--- src/rtl/core/bffa_pkg.sv ---
// ----------------------------------------------------------------------------
// bffa_pkg: shared types and constants for the bitmap first-fit allocator
// Request and status codes, sequencer states and the lowest-zero search.
// ----------------------------------------------------------------------------
package bffa_pkg;

   // Map word width scanned per cycle
   localparam int WORD_W = 32;
   localparam int POS_W  = 5;

   // Payload field widths
   localparam int REQ_TYPE_W   = 2;
   localparam int UNIT_INDEX_W = 12;
   localparam int STATUS_W     = 3;
   localparam int GRANT_W      = 11;
   localparam int COUNT_W      = 12;
   localparam int LIMIT_W      = 12;

   // Request codes
   localparam logic [REQ_TYPE_W-1:0] REQ_ALLOC = 2'd0;
   localparam logic [REQ_TYPE_W-1:0] REQ_FREE  = 2'd1;
   localparam logic [REQ_TYPE_W-1:0] REQ_FLUSH = 2'd2;

   // Result status codes
   localparam logic [STATUS_W-1:0] ST_ALLOCATED = 3'd0;
   localparam logic [STATUS_W-1:0] ST_FREED     = 3'd1;
   localparam logic [STATUS_W-1:0] ST_NONE_FREE = 3'd2;
   localparam logic [STATUS_W-1:0] ST_IGNORED   = 3'd3;
   localparam logic [STATUS_W-1:0] ST_FLUSHED   = 3'd4;

   // Reset value of the free counter limit
   localparam logic [LIMIT_W-1:0] LIMIT_RESET = 12'd2048;

   // Sequencer states
   typedef enum logic [2:0] {
      S_CLEAR,
      S_IDLE,
      S_SCAN,
      S_FREE_CHK,
      S_DONE
   } state_type;

   // Position of the lowest clear bit (only meaningful if one exists)
   function automatic logic [POS_W-1:0] first_zero(input logic [WORD_W-1:0] w);
      logic [POS_W-1:0] pos;
      pos = '0;
      for (int i = WORD_W - 1; i >= 0; i--) begin
         if (!w[i]) begin
            pos = POS_W'(i);
         end
      end
      return pos;
   endfunction

endpackage

--- src/rtl/core/bffa_req_if.sv ---
// ----------------------------------------------------------------------------
// bffa_req_if: request channel of the allocator
// Valid/ready handshake carrying the request type and the unit index.
// ----------------------------------------------------------------------------
interface bffa_req_if;
   logic                                 valid;
   logic                                 ready;
   logic [bffa_pkg::REQ_TYPE_W-1:0]      req_type;
   logic [bffa_pkg::UNIT_INDEX_W-1:0]    unit_index;

   modport source (output valid, output req_type, output unit_index, input ready);
   modport sink   (input valid, input req_type, input unit_index, output ready);
endinterface

--- src/rtl/core/bffa_rsp_if.sv ---
// ----------------------------------------------------------------------------
// bffa_rsp_if: result channel of the allocator
// Valid/ready handshake carrying status, granted index, counter and mark.
// ----------------------------------------------------------------------------
interface bffa_rsp_if;
   logic                             valid;
   logic                             ready;
   logic [bffa_pkg::STATUS_W-1:0]    status;
   logic [bffa_pkg::GRANT_W-1:0]     granted_index;
   logic [bffa_pkg::COUNT_W-1:0]     free_count;
   logic                             changed;

   modport source (output valid, output status, output granted_index,
                   output free_count, output changed, input ready);
   modport sink   (input valid, input status, input granted_index,
                   input free_count, input changed, output ready);
endinterface

--- src/rtl/core/bffa_ram.sv ---
// ----------------------------------------------------------------------------
// bffa_ram: generic simple dual-port RAM
// One write port, one read port with registered read data.
// ----------------------------------------------------------------------------
module bffa_ram #(
   parameter int WIDTH = 32,
   parameter int DEPTH = 64
) (
   input  logic                                   clock,
   input  logic                                   wr_en,
   input  logic [(DEPTH > 1 ? $clog2(DEPTH) : 1)-1:0] wr_addr,
   input  logic [WIDTH-1:0]                       wr_data,
   input  logic                                   rd_en,
   input  logic [(DEPTH > 1 ? $clog2(DEPTH) : 1)-1:0] rd_addr,
   output logic [WIDTH-1:0]                       rd_data
);

   logic [WIDTH-1:0] mem [DEPTH];
   logic [WIDTH-1:0] rd_data_ff;

   always_ff @(posedge clock) begin
      if (wr_en) begin
         mem[wr_addr] <= wr_data;
      end
      if (rd_en) begin
         rd_data_ff <= mem[rd_addr];
      end
   end

   assign rd_data = rd_data_ff;

endmodule

--- src/rtl/core/bitmap_first_fit_allocator.sv ---
// ----------------------------------------------------------------------------
// bitmap_first_fit_allocator: usage bitmap allocator with first-fit search
// Allocate, free and flush requests against a bitmap of NUM_UNITS units.
// ----------------------------------------------------------------------------
// Usage:
//   req (sink)  : req_type (0 allocate, 1 free, 2 flush) and unit_index.
//   rsp (source): status, granted_index, free_count, changed; one per request.
//   csr_we/csr_wdata write the free counter limit; the user must do so only while idle.
// The map lives in a RAM of WORDS = ceil(NUM_UNITS/32) words of 32 bits. One
// shared compare and lowest-zero encoder checks one word per cycle.
// Path from request transfer to result valid:
//   allocate: reads words in order from word 0 and stops at the word holding
//             the first free unit, or after the last word when nothing is free.
//   free: one read of the index's word, then a bit check (none out of range).
//   flush and unused codes: straight to the done state, then the output register.
// One request is in flight at a time; req.ready is high only when idle.
// Throughput is set by the word-per-cycle scan over the RAM read port, as long
// as rsp.ready drains the output register. Reset starts a clearing pass that
// zeroes all WORDS map words, req.ready low meanwhile. The csr port works always.
// The result sits in an output register; a new request is taken while it
// waits, but that request's result holds until rsp.ready drains the register.
// ----------------------------------------------------------------------------
module bitmap_first_fit_allocator #(
   parameter int NUM_UNITS = 2048
) (
   input  logic                              clock,
   input  logic                              reset,
   bffa_req_if.sink                          req,
   bffa_rsp_if.source                        rsp,
   input  logic                              csr_we,
   input  logic [bffa_pkg::LIMIT_W-1:0]      csr_wdata
);

   localparam int WW    = bffa_pkg::WORD_W;
   localparam int PW    = bffa_pkg::POS_W;
   localparam int WORDS = (NUM_UNITS + WW - 1) / WW;
   localparam int WAW   = (WORDS > 1) ? $clog2(WORDS) : 1;
   localparam int TAIL  = NUM_UNITS - WW * (WORDS - 1);
   localparam int CW    = $clog2(NUM_UNITS + 1);
   localparam int CMPW  = (CW > bffa_pkg::LIMIT_W) ? CW : bffa_pkg::LIMIT_W;
   localparam int IW    = WAW + PW;
   localparam int GW    = (IW > bffa_pkg::GRANT_W) ? IW : bffa_pkg::GRANT_W;
   localparam int UW    = 17;
   localparam logic [WAW-1:0] LAST_WORD = WAW'(WORDS - 1);
   localparam logic [WW:0]    TAIL_ONES = (WW + 1)'((WW + 1)'(1) << TAIL) - (WW + 1)'(1);
   localparam logic [WW-1:0]  TAIL_MASK = TAIL_ONES[WW-1:0];

   // Registers
   bffa_pkg::state_type               state_ff, state_in;
   logic [WAW-1:0]                    addr_ff, addr_in;
   logic                              issue_vld_ff, issue_vld_in;
   logic                              chk_vld_ff, chk_vld_in;
   logic [WAW-1:0]                    chk_addr_ff, chk_addr_in;
   logic [PW-1:0]                     bit_ff, bit_in;
   logic [CW-1:0]                     cnt_ff, cnt_in;
   logic                              mark_ff, mark_in;
   logic [bffa_pkg::LIMIT_W-1:0]      limit_ff, limit_in;
   logic [bffa_pkg::STATUS_W-1:0]     status_ff, status_in;
   logic [IW-1:0]                     grant_ff, grant_in;
   logic                              rsp_vld_ff, rsp_vld_in;
   logic [bffa_pkg::STATUS_W-1:0]     rsp_status_ff, rsp_status_in;
   logic [bffa_pkg::GRANT_W-1:0]      rsp_grant_ff, rsp_grant_in;
   logic [bffa_pkg::COUNT_W-1:0]      rsp_count_ff, rsp_count_in;
   logic                              rsp_changed_ff, rsp_changed_in;

   // RAM ports
   logic            wr_en, rd_en;
   logic [WAW-1:0]  wr_addr, rd_addr;
   logic [WW-1:0]   wr_data, rd_data;

   // Helpers
   logic [WAW+11:0]  uidx_ext;
   logic [WAW-1:0]   uidx_word;
   logic             uidx_ok;
   logic             req_xfer, slot_free;
   logic [WW-1:0]    scan_word;
   logic             scan_found;
   logic [PW-1:0]    scan_pos;
   logic             cnt_below;
   logic [CMPW-1:0]  cnt_wide;
   logic [GW-1:0]    grant_wide;

   bffa_ram #(
      .WIDTH(WW),
      .DEPTH(WORDS)
   ) u_map (
      .clock   (clock),
      .wr_en   (wr_en),
      .wr_addr (wr_addr),
      .wr_data (wr_data),
      .rd_en   (rd_en),
      .rd_addr (rd_addr),
      .rd_data (rd_data)
   );

   // Request decode
   assign req.ready = (state_ff == bffa_pkg::S_IDLE);
   assign req_xfer  = req.valid && req.ready;
   assign uidx_ext  = (WAW + 12)'(req.unit_index);
   assign uidx_word = uidx_ext[WAW+4:5];
   assign uidx_ok   = UW'(req.unit_index) < UW'(NUM_UNITS);

   // Shared scan unit: tail bits past NUM_UNITS count as used
   assign scan_word  = rd_data | ((chk_addr_ff == LAST_WORD) ? ~TAIL_MASK : '0);
   assign scan_found = (scan_word != '1);
   assign scan_pos   = bffa_pkg::first_zero(scan_word);

   assign cnt_below  = CMPW'(cnt_ff) < CMPW'(limit_ff);
   assign cnt_wide   = CMPW'(cnt_in);
   assign grant_wide = GW'(grant_ff);
   assign slot_free  = !rsp_vld_ff || rsp.ready;

   // Sequencer: next state, RAM control, counter and result
   always_comb begin
      state_in       = state_ff;
      addr_in        = addr_ff;
      issue_vld_in   = issue_vld_ff;
      chk_vld_in     = 1'b0;
      chk_addr_in    = chk_addr_ff;
      bit_in         = bit_ff;
      cnt_in         = cnt_ff;
      mark_in        = mark_ff;
      limit_in       = csr_we ? csr_wdata : limit_ff;
      status_in      = status_ff;
      grant_in       = grant_ff;
      rsp_vld_in     = rsp_vld_ff && !rsp.ready;
      rsp_status_in  = rsp_status_ff;
      rsp_grant_in   = rsp_grant_ff;
      rsp_count_in   = rsp_count_ff;
      rsp_changed_in = rsp_changed_ff;
      wr_en          = 1'b0;
      wr_addr        = chk_addr_ff;
      wr_data        = '0;
      rd_en          = 1'b0;
      rd_addr        = addr_ff;

      case (state_ff)
         bffa_pkg::S_CLEAR: begin
            wr_en   = 1'b1;
            wr_addr = addr_ff;
            addr_in = addr_ff + WAW'(1);
            if (addr_ff == LAST_WORD) begin
               addr_in  = '0;
               state_in = bffa_pkg::S_IDLE;
            end
         end

         bffa_pkg::S_IDLE: begin
            if (req_xfer) begin
               grant_in = '0;
               case (req.req_type)
                  bffa_pkg::REQ_ALLOC: begin
                     addr_in      = '0;
                     issue_vld_in = 1'b1;
                     state_in     = bffa_pkg::S_SCAN;
                  end
                  bffa_pkg::REQ_FREE: begin
                     if (uidx_ok) begin
                        rd_en       = 1'b1;
                        rd_addr     = uidx_word;
                        chk_addr_in = uidx_word;
                        bit_in      = req.unit_index[PW-1:0];
                        state_in    = bffa_pkg::S_FREE_CHK;
                     end else begin
                        status_in = bffa_pkg::ST_IGNORED;
                        state_in  = bffa_pkg::S_DONE;
                     end
                  end
                  bffa_pkg::REQ_FLUSH: begin
                     mark_in   = 1'b0;
                     status_in = bffa_pkg::ST_FLUSHED;
                     state_in  = bffa_pkg::S_DONE;
                  end
                  default: begin
                     status_in = bffa_pkg::ST_IGNORED;
                     state_in  = bffa_pkg::S_DONE;
                  end
               endcase
            end
         end

         bffa_pkg::S_SCAN: begin
            // issue side: one word read per cycle
            if (issue_vld_ff) begin
               rd_en       = 1'b1;
               rd_addr     = addr_ff;
               chk_vld_in  = 1'b1;
               chk_addr_in = addr_ff;
               addr_in     = addr_ff + WAW'(1);
               if (addr_ff == LAST_WORD) begin
                  issue_vld_in = 1'b0;
               end
            end
            // check side: word read in the previous cycle
            if (chk_vld_ff) begin
               if (scan_found) begin
                  wr_en        = 1'b1;
                  wr_addr      = chk_addr_ff;
                  wr_data      = rd_data | (WW'(1) << scan_pos);
                  if (cnt_ff != '0) begin
                     cnt_in = cnt_ff - CW'(1);
                  end
                  mark_in      = 1'b1;
                  status_in    = bffa_pkg::ST_ALLOCATED;
                  grant_in     = {chk_addr_ff, scan_pos};
                  issue_vld_in = 1'b0;
                  chk_vld_in   = 1'b0;
                  state_in     = bffa_pkg::S_DONE;
               end else if (chk_addr_ff == LAST_WORD) begin
                  status_in    = bffa_pkg::ST_NONE_FREE;
                  issue_vld_in = 1'b0;
                  chk_vld_in   = 1'b0;
                  state_in     = bffa_pkg::S_DONE;
               end
            end
         end

         bffa_pkg::S_FREE_CHK: begin
            if (rd_data[bit_ff]) begin
               wr_en   = 1'b1;
               wr_addr = chk_addr_ff;
               wr_data = rd_data & ~(WW'(1) << bit_ff);
               if (cnt_below) begin
                  cnt_in = cnt_ff + CW'(1);
               end
               mark_in   = 1'b1;
               status_in = bffa_pkg::ST_FREED;
            end else begin
               status_in = bffa_pkg::ST_IGNORED;
            end
            state_in = bffa_pkg::S_DONE;
         end

         bffa_pkg::S_DONE: begin
            // hand the result to the output register once it is free
            if (slot_free) begin
               rsp_vld_in     = 1'b1;
               rsp_status_in  = status_ff;
               rsp_grant_in   = grant_wide[bffa_pkg::GRANT_W-1:0];
               rsp_count_in   = cnt_wide[bffa_pkg::COUNT_W-1:0];
               rsp_changed_in = mark_ff;
               state_in       = bffa_pkg::S_IDLE;
            end
         end

         default: begin
            state_in = bffa_pkg::S_IDLE;
         end
      endcase
   end

   // State register
   always_ff @(posedge clock) begin
      if (reset) begin
         state_ff     <= bffa_pkg::S_CLEAR;
         addr_ff      <= '0;
         issue_vld_ff <= 1'b0;
         chk_vld_ff   <= 1'b0;
         cnt_ff       <= CW'(NUM_UNITS);
         mark_ff      <= 1'b0;
         limit_ff     <= bffa_pkg::LIMIT_RESET;
         rsp_vld_ff   <= 1'b0;
      end else begin
         state_ff     <= state_in;
         addr_ff      <= addr_in;
         issue_vld_ff <= issue_vld_in;
         chk_vld_ff   <= chk_vld_in;
         cnt_ff       <= cnt_in;
         mark_ff      <= mark_in;
         limit_ff     <= limit_in;
         rsp_vld_ff   <= rsp_vld_in;
      end
   end

   // Payload registers
   always_ff @(posedge clock) begin
      chk_addr_ff    <= chk_addr_in;
      bit_ff         <= bit_in;
      status_ff      <= status_in;
      grant_ff       <= grant_in;
      rsp_status_ff  <= rsp_status_in;
      rsp_grant_ff   <= rsp_grant_in;
      rsp_count_ff   <= rsp_count_in;
      rsp_changed_ff <= rsp_changed_in;
   end

   // Result channel
   assign rsp.valid         = rsp_vld_ff;
   assign rsp.status        = rsp_status_ff;
   assign rsp.granted_index = rsp_grant_ff;
   assign rsp.free_count    = rsp_count_ff;
   assign rsp.changed       = rsp_changed_ff;

endmodule

--- src/flat_wrapper.sv ---
// flat-port wrapper written by rule: the top's interface ports become plain ports
module bitmap_first_fit_allocator_flat 
#(
   parameter int NUM_UNITS = 2048
)
  (clock, reset, csr_we, csr_wdata, req_valid, req_req_type, req_unit_index, req_ready, rsp_valid, rsp_status, rsp_granted_index, rsp_free_count, rsp_changed, rsp_ready);
  bffa_req_if req_i ();
  bffa_rsp_if rsp_i ();
  input  logic clock;
  input  logic reset;
  input  logic csr_we;
  input  logic [bffa_pkg::LIMIT_W-1:0] csr_wdata;
  input wire logic [$bits(req_i.valid)-1:0] req_valid;
  input wire logic [$bits(req_i.req_type)-1:0] req_req_type;
  input wire logic [$bits(req_i.unit_index)-1:0] req_unit_index;
  output wire logic [$bits(req_i.ready)-1:0] req_ready;
  output wire logic [$bits(rsp_i.valid)-1:0] rsp_valid;
  output wire logic [$bits(rsp_i.status)-1:0] rsp_status;
  output wire logic [$bits(rsp_i.granted_index)-1:0] rsp_granted_index;
  output wire logic [$bits(rsp_i.free_count)-1:0] rsp_free_count;
  output wire logic [$bits(rsp_i.changed)-1:0] rsp_changed;
  input wire logic [$bits(rsp_i.ready)-1:0] rsp_ready;
  assign req_i.valid = req_valid;
  assign req_i.req_type = req_req_type;
  assign req_i.unit_index = req_unit_index;
  assign req_ready = req_i.ready;
  assign rsp_valid = rsp_i.valid;
  assign rsp_status = rsp_i.status;
  assign rsp_granted_index = rsp_i.granted_index;
  assign rsp_free_count = rsp_i.free_count;
  assign rsp_changed = rsp_i.changed;
  assign rsp_i.ready = rsp_ready;
  bitmap_first_fit_allocator #(.NUM_UNITS(NUM_UNITS)) u_core (.clock(clock), .reset(reset), .req(req_i), .rsp(rsp_i), .csr_we(csr_we), .csr_wdata(csr_wdata));
endmodule
--- config.mk ---
export PLATFORM = sky130hd
export DESIGN_NAME = bitmap_first_fit_allocator_flat
export DESIGN_NICKNAME = d
export VERILOG_FILES = /design/src/rtl/core/bffa_pkg.sv /design/src/rtl/core/bffa_req_if.sv /design/src/rtl/core/bffa_rsp_if.sv /design/src/rtl/core/bffa_ram.sv /design/src/rtl/core/bitmap_first_fit_allocator.sv /design/src/flat_wrapper.sv
export SDC_FILE = /design/constraint.sdc
export NUM_CORES = 2
export LEC_CHECK = 0
export BUFFER_PORTS_ARGS = -buffer_cell sky130_fd_sc_hd__clkbuf_2
export CORE_MARGIN = 2
export CORE_UTILIZATION = 45
export DETAILED_ROUTE_END_ITERATION = 10
export PLACE_DENSITY = 0.62
export REMOVE_ABC_BUFFERS = 1
export SLEW_MARGIN = 0
export SYNTH_ARGS = -nofsm -noshare
export SYNTH_HDL_FRONTEND = slang
export SYNTH_HIERARCHICAL = 1
export SYNTH_SLANG_ARGS = --single-unit
export TNS_END_PERCENT = 10
--- constraint.sdc ---
create_clock -name clock -period 5.3 [get_ports clock]
set_input_delay 0.795 -clock clock [delete_from_list [all_inputs] [get_ports clock]]
set_output_delay 0.795 -clock clock [all_outputs]
set_load 0.02 [all_outputs]
After elaboration in Yosys (flattened, before gate mapping)
Memories as Yosys holds them, arrays and structs flattened. A register that Yosys moved wholly into a read port is not among the register bits. Cells that the tools add are included.

Register bits after elaboration: 89. Bits in latches: 0. RAM bits: 2048. Memory bits (read-only): 0. Input bits: 31. Output and inout bits: 29. Logic and storage cells: 183. Memories: 1.

$add $sub $neg: 3. Multipliers: 0. Div/mod/pow operators: 0. Order comparisons: 3. Equal/unequal tests: 23. Shift operators: 2. Muxes and demuxes: 110. Bitwise logic cells: 4. Reduce and logical (&&, ||, !) cells: 21.

Memories: u_core.u_map.mem (depth 64, width 32, rd ports 1, clocked after memory_dff 1, wr ports 1, line bffa_ram.sv:18) `logic [WIDTH-1:0] mem [DEPTH];`.

Operators with widths (number): two-way mux 5 bit (32); two-way mux 32 bit (3); two-way mux 6 bit (13); case mux 32 bit (2 select lines) (1); left shift 1 x 5 -> 32 bit (first input constant) (2); two-way mux 12 bit (5); two-way mux 3 bit (12); two-way mux 11 bit (3); bitwise AND 32 bit (1); inequality test 32 bit (second input constant) (1); NOT 32 bit (1); bitwise OR 32 bit (1); two-way mux 1 bit (27); case mux 12 bit (2 select lines) (1); case mux 11 bit (2 select lines) (1); case mux 3 bit (3 select lines) (2); case mux 6 bit (3 select lines) (1); case mux 3 bit (5 select lines) (1); adder 12 x 1 -> 12 bit (second input constant) (1); == test 6 bit (second input constant) (2); < comparator 12 bit (1); < comparator 12 bit (second input constant) (1); inequality test 2 x 1 -> 1 bit (second input constant) (6); inequality test 2 bit (second input constant) (6); other kinds (31) (41).

Logic depth before layout (Yosys ltp)
Word-level depth: 37. Mapped depth: 16. Mapped depth without buffers: 11.

By module
Netlist, hierarchy kept.

Modules (own cells, without submodules): bffa_ram (instances 1, cells an instance 3504, area each 79268.5 µm², seq. area each 62459.9 µm²); bitmap_first_fit_allocator (instances 1, cells an instance 655, area each 5990.7 µm², seq. area each 2302.2 µm²).

Least setup slack after synthesis
OpenSTA, ideal clock, no wires.

Path type: register -> register. From: register u_core.bit_ff[1]. To: memory u_core.u_map.mem[0][0], data pin. Library setup time: 701 ps. Arrival: 4484 ps. Data required time: 4599 ps. Path slack: 115 ps. Stages on the path, launching flop included: 10. Buffers on the path: 3. Period minus slack after synthesis: 5185 ps. Cell sequence: edfxtp_1 > buf_4 > buf_4 > mux2i_1 > mux4_2 > a22o_1 > nor2_4 > buf_2 > nand2_1 > o21ai_0.

Longest elaborated chain between the ends: 5. Elaborated cells on any way between the ends: 7. Those cells by class: shift (1); mux (4); bitwise (2).

Ends and longest elaborated chain: start, declared (line bitmap_first_fit_allocator.sv:54) `logic [PW-1:0] bit_ff, bit_in;`; start signal, assigned (line bitmap_first_fit_allocator.sv:278) `bit_ff <= bit_in;`; parallel branches: the longest is 3 deep, another holds binary-select mux 1 bit (select 5 bit); two-way mux 32 bit (*) (line bitmap_first_fit_allocator.sv:219) `if (rd_data[bit_ff]) begin`; case mux 32 bit (2 select lines) (*) (line bitmap_first_fit_allocator.sv:137) `case (state_ff)`; net u_core.wr_data[0] (line bitmap_first_fit_allocator.sv:69) `logic [WW-1:0] wr_data, rd_data;`; end, declared (line bffa_ram.sv:18).

Mark *: on every way through the listed nets, which the timed path passes. The select of a mux whose other input is x is not followed.

Worst setup path after layout
From: register u_core.state_ff[0]. To: register u_core.u_map.rd_data_ff[23], in the netlist u_core/u_map/rd_data[23] (read register of u_core.u_map.mem), data pin.

Longest elaborated chain between the ends: 4. Elaborated cells on any way between the ends: 7. Those cells by class: eq/ne (2); mux (4); reduce/logical (1).

Ends and longest elaborated chain: start, declared (line bitmap_first_fit_allocator.sv:49) `bffa_pkg::state_type state_ff, state_in;`; start signal, assigned (line bitmap_first_fit_allocator.sv:255) `state_ff <= bffa_pkg::S_CLEAR;`; start signal, assigned (line bitmap_first_fit_allocator.sv:264) `state_ff <= state_in;`; == test 3 x 1 -> 1 bit (*) (line bitmap_first_fit_allocator.sv:97, bitmap_first_fit_allocator.sv:137); logical AND 1 bit (line bitmap_first_fit_allocator.sv:98) `assign req_xfer = req.valid && req.ready;`; two-way mux 6 bit (line bitmap_first_fit_allocator.sv:149) `if (req_xfer) begin`; two-way mux 6 bit (*); net u_core.rd_addr[0] (line bitmap_first_fit_allocator.sv:68) `logic [WAW-1:0] wr_addr, rd_addr;`; end, declared (line bffa_ram.sv:19) `logic [WIDTH-1:0] rd_data_ff;`.

The timed path passes the listed nets; every way through them passes the cells marked *. A chain may end at the register's enable or synchronous reset.

==> summary.md <==
| Metric | Value |
|---|---|
| Status | `completed` |
| Final WL | `between 200,000 and 250,000 um` |
| Syn_area_per_cell | `20.5 sq um` |
| Tot Pwr | `around 0.035 W` |
| DR DRC count | `0` |
| Vias per Instance | `approximately 6.3` |
| Number of nets in the layout | `between 4,000 and 5,000` |
| Async set-reset flop share out of synthesis | `0%` |
| Flop pwr share | `between 50 and 60%` |
| RSZ-0062 raised after global routing | `false` |
| Crit Path Max Fanout | `18` |
| Setup crit start kind | `flip-flop` |
| GPL Wtd Cong | `between 0.9 and 1` |
| Detailed Place HPWL | `roughly 140,000 um` |
| Vias in the first global route | `about 44,000` |
| Required time of the critical path | `5.87 ns` |
| Die Wd | `439 um` |
| Psw | `~0.0076 W` |
| Multi-input logic area | `roughly 20,000 sq um` |
| First-pass DRT Iterations | `6` |
| Worst hold path type | `primary input to flip-flop` |
| Vias | `44,800` |
| Pin count of the biggest net entering global routing | `65` |
| CTS sink count | `between 2,000 and 2,500` |
| Core Box Area | `approximately 190,000 sq um` |
| Synth Register Bits | `2,169` |
| Syn Inst Count | `just over 4,000` |
| Reg2reg path depth | `16` |
| Setup repair bufs after CTS | `0` |
| Register Area | `roughly 65,000 sq um` |
| Net Sw Frac | `between 20% and 30%` |
| Share of layout cells above drive strength 1 | `roughly 27%` |
| # rows | `159` |
| Placement Cell Area | `about 91,000 sq um` |
| GRT Util Overall | `around a quarter` |
| Post-synthesis cell type count | `89` |
| Clock Root Buffer | `clkbuf_16` |
| Post-CTS resize count | `0` |
| Layout Area Growth over Synthesis | `14.7%` |
| Setup CP Type | `flip-flop to flip-flop` |
| Post-route ant nets | `0` |
| Final period util | `just over 90%` |
| Critical path capture point type | `flip-flop` |
| Number of diodes | `0` |
| Finished Core Util | `a little over half` |
| Sequential area share after synthesis | `between 70% and 80%` |
| Synth Cell Area | `85,300 sq um` |
| Routed wire per std cell | `between 30 and 40 um` |
| Final Setup Violations | `0` |
| WL met2 | `approximately 110,000 um` |
| Worst-margin pin slew | `~1.4 ns` |
| Post-CTS Hold Buffers | `0` |
| CTS Buf Count | `211` |
| Area share of the largest cell type after synthesis | `between 70% and 80%` |
| Power Internal | `roughly 0.028 W` |
| Bufs on Longest Clock Path | `3` |
| Die Height | `~440 um` |
| I/O pins | `60` |
| Max cap viols | `0` |
| Port Buffers | `about 60` |
| Global route overflow | `0` |
| Worst Skew | `about 0.047 ns` |
| Initial Util | `45.4%` |
| Most used DFF post-synth | `edfxtp_1` |
| Filler cells | `~15,000` |
| Clock network power share | `~42%` |
| Dominant cell type by area after synthesis | `edfxtp_1` |
| Largest cells by area after synthesis | `edfxtp_1, mux4_2, mux2i_1` |
| Post-route cell area | `97,800 sq um` |
| Number of hold violations in the final report | `0` |
| CTS clk-pin slew, worst paths | `0.06 ns` |
| Initial DRC Count | `between 6,000 and 7,000` |
| Clock latency on the worst-skew pair | `0.87 ns` |
| Die area | `between 150,000 and 200,000 sq um` |
| Crit path arrival time | `about 5.4 ns` |
| Antenna violations before repair | `9` |
| First-pass GRT wire length | `roughly 330,000 um` |
| Max-slew headroom | `under 10%` |
| Post-route minimum period | `approximately 4.9 ns` |
| Hold path depth | `3` |
| Post-synth EDFFs | `around 2,100` |
| Max Freq | `a little over 200 MHz` |
| Leakage | `between 20 and 30 nW` |
| WL met1 | `~95,000 um` |
| Yosys warnings | `6` |
| Met3 Routed Length | `between 20,000 and 25,000 um` |
| Power Density | `roughly 360 nW/um^2` |
| Max layer used | `met5` |
| Combinational fraction of design power | `5.0%` |
| Fin. max-slew vios | `0` |
| CTS tree | `built` |
| H-tree levels | `4` |
| Peak VDD IR | `~0.34 mV` |
-- cell usage after synthesis (all sizes together), types with 5 or more instances --
library cell	instances
edfxtp	2132
mux4	454
mux2i	186
buf	147
nor2	142
a22oi	124
nand2	104
clkbuf	86
o21ai	72
a21oi	69
nand3	65
o22ai	57
mux2	44
dfxtp	37
a31oi	30
inv	30
nor3	28
and2	26
nor2b	25
nand2b	20
nand4	20
a221oi	19
a22o	18
o221ai	18
and3	16
ha	15
a211o	13
o41ai	13
a211oi	11
nand3b	10
nor4	9
a311oi	8
and4	8
o31ai	8
or3	8
a41oi	6
o31a	6
xnor2	6
o211ai	5
or2	5
-- cell families after synthesis --
family                   Yosys count  share of synthesized area (%)
AO/OA/AOI/OAI                    516                           4.27
XOR/XNOR                           9                         0.0925
adder cells (fa/ha/maj)           15                          0.220
buffers and inverters            263                           1.71
flip-flops                      2169                           76.0
multiplexers                     684                           14.8
AND/OR/NAND/NOR                  503                           3.00
-- area by class of cell --
class / instances / area share, %
Inverter: 30 / 0.115
Clock inverter: 119 / 1.43
Clock buffer: 261 / 5.62
Tap cell: 2495 / 3.19
Sequential cell: 2169 / 66.2
Multi-Input combinational cell: 1727 / 20.4
Timing Repair Buffer: 351 / 2.99
-- placed cells by master (no fill, tap or decap), drive strengths merged, types with 7 or more instances in the layout --
| cell type | n |
|---|---|
| edfxtp | 2132 |
| mux4 | 454 |
| clkbuf | 320 |
| buf | 292 |
| mux2i | 186 |
| nor2 | 142 |
| a22oi | 124 |
| nand2 | 104 |
| clkinv | 78 |
| o21ai | 72 |
| a21oi | 69 |
| nand3 | 65 |
| o22ai | 57 |
| mux2 | 44 |
| inv | 41 |
| dfxtp | 37 |
| a31oi | 30 |
| nor3 | 28 |
| and2 | 26 |
| nor2b | 25 |
| bufinv | 23 |
| nand2b | 20 |
| nand4 | 20 |
| a221oi | 19 |
| a22o | 18 |
| o221ai | 18 |
| and3 | 16 |
| ha | 15 |
| a211o | 13 |
| o41ai | 13 |
| a211oi | 11 |
| nand3b | 10 |
| nor4 | 9 |
| and4 | 8 |
| or3 | 8 |
| a311oi | 8 |
| o31ai | 8 |
| clkinvlp | 7 |
-- worst max-delay path, stage by stage, from the launching register on --
cell and delay (ns):
dfxtp_1 0.45, buf_4 0.22, inv_1 0.13, nor3_2 0.19
nand3_1 0.32, inv_1 0.29, nand2_1 0.13, nand2_4 0.16
buf_12 0.22, buf_12 0.21, buf_4 0.38, mux4_2 0.58
o221ai_1 0.20, a21oi_1 0.15, a21oi_1 0.62, buf_4 0.22
a311oi_1 0.05
-- power groups by stage --
stage	Combinational (W)	Clock [W]	Sequential (W)
after CTS	0.00178	0.0152	0.0187
after floorplan	0.00166	0	0.0191
after global placement	0.00177	0	0.0191
after detailed placement	0.00178	0	0.0191
after global routing	0.00184	0.0158	0.0187
final	0.00177	0.0150	0.0187
-- final timing paths --
kind / slack (ns) / endpoint / from
setup / recovery: 0.43 / u_core/u_map/rd_data[23]$_DFFE_PP_ / u_core/state_ff[0]$_SDFFE_PP0P_
hold reg to reg: 0.42 / u_core/rsp.granted_index[7]$_DFFE_PP_ / u_core/grant_ff[7]$_SDFFCE_PN0P_
hold / removal: 0.16 / u_core/limit_ff[11]$_SDFFE_PP1P_ / csr_wdata[11]
setup reg to reg: 0.43 / u_core/u_map/rd_data[23]$_DFFE_PP_ / u_core/state_ff[0]$_SDFFE_PP0P_
-- layer usage --
metal	GRT usage (%)	up-vias
li1	-	18200
met1	35.2	23900
met2	37.8	2440
met3	4.42	364
met4	8.17	6
met5	0	-
-- state kept, by name, indices dropped and copies added (netlist names), 5 cells and up --
name / cells
u_core/cnt_ff: 12
u_core/rsp.free_count: 12
u_core/chk_addr_ff: 6
u_core/rsp.granted_index: 11
u_core/bit_ff: 5
u_core/u_map/rd_data: 32
u_core/grant_ff: 11
u_core/addr_ff: 6
u_core/limit_ff: 12
u_core/u_map/mem: 2048
-- through the flow --
stage                     instances  setup WS [ns]  TNS, ns  hold WS (ns)
after global routing           7152          0.147        0         0.145
final                          7152          0.435        0         0.156
after detailed placement       6772         0.0124        0         0.408
after floorplan                3926         -19.69  -622.72         0.400
after global placement         6772        -0.0655  -0.0655         0.404
after CTS                      7152          0.381        0        0.0980
Power figures use the tool's default switching activity.
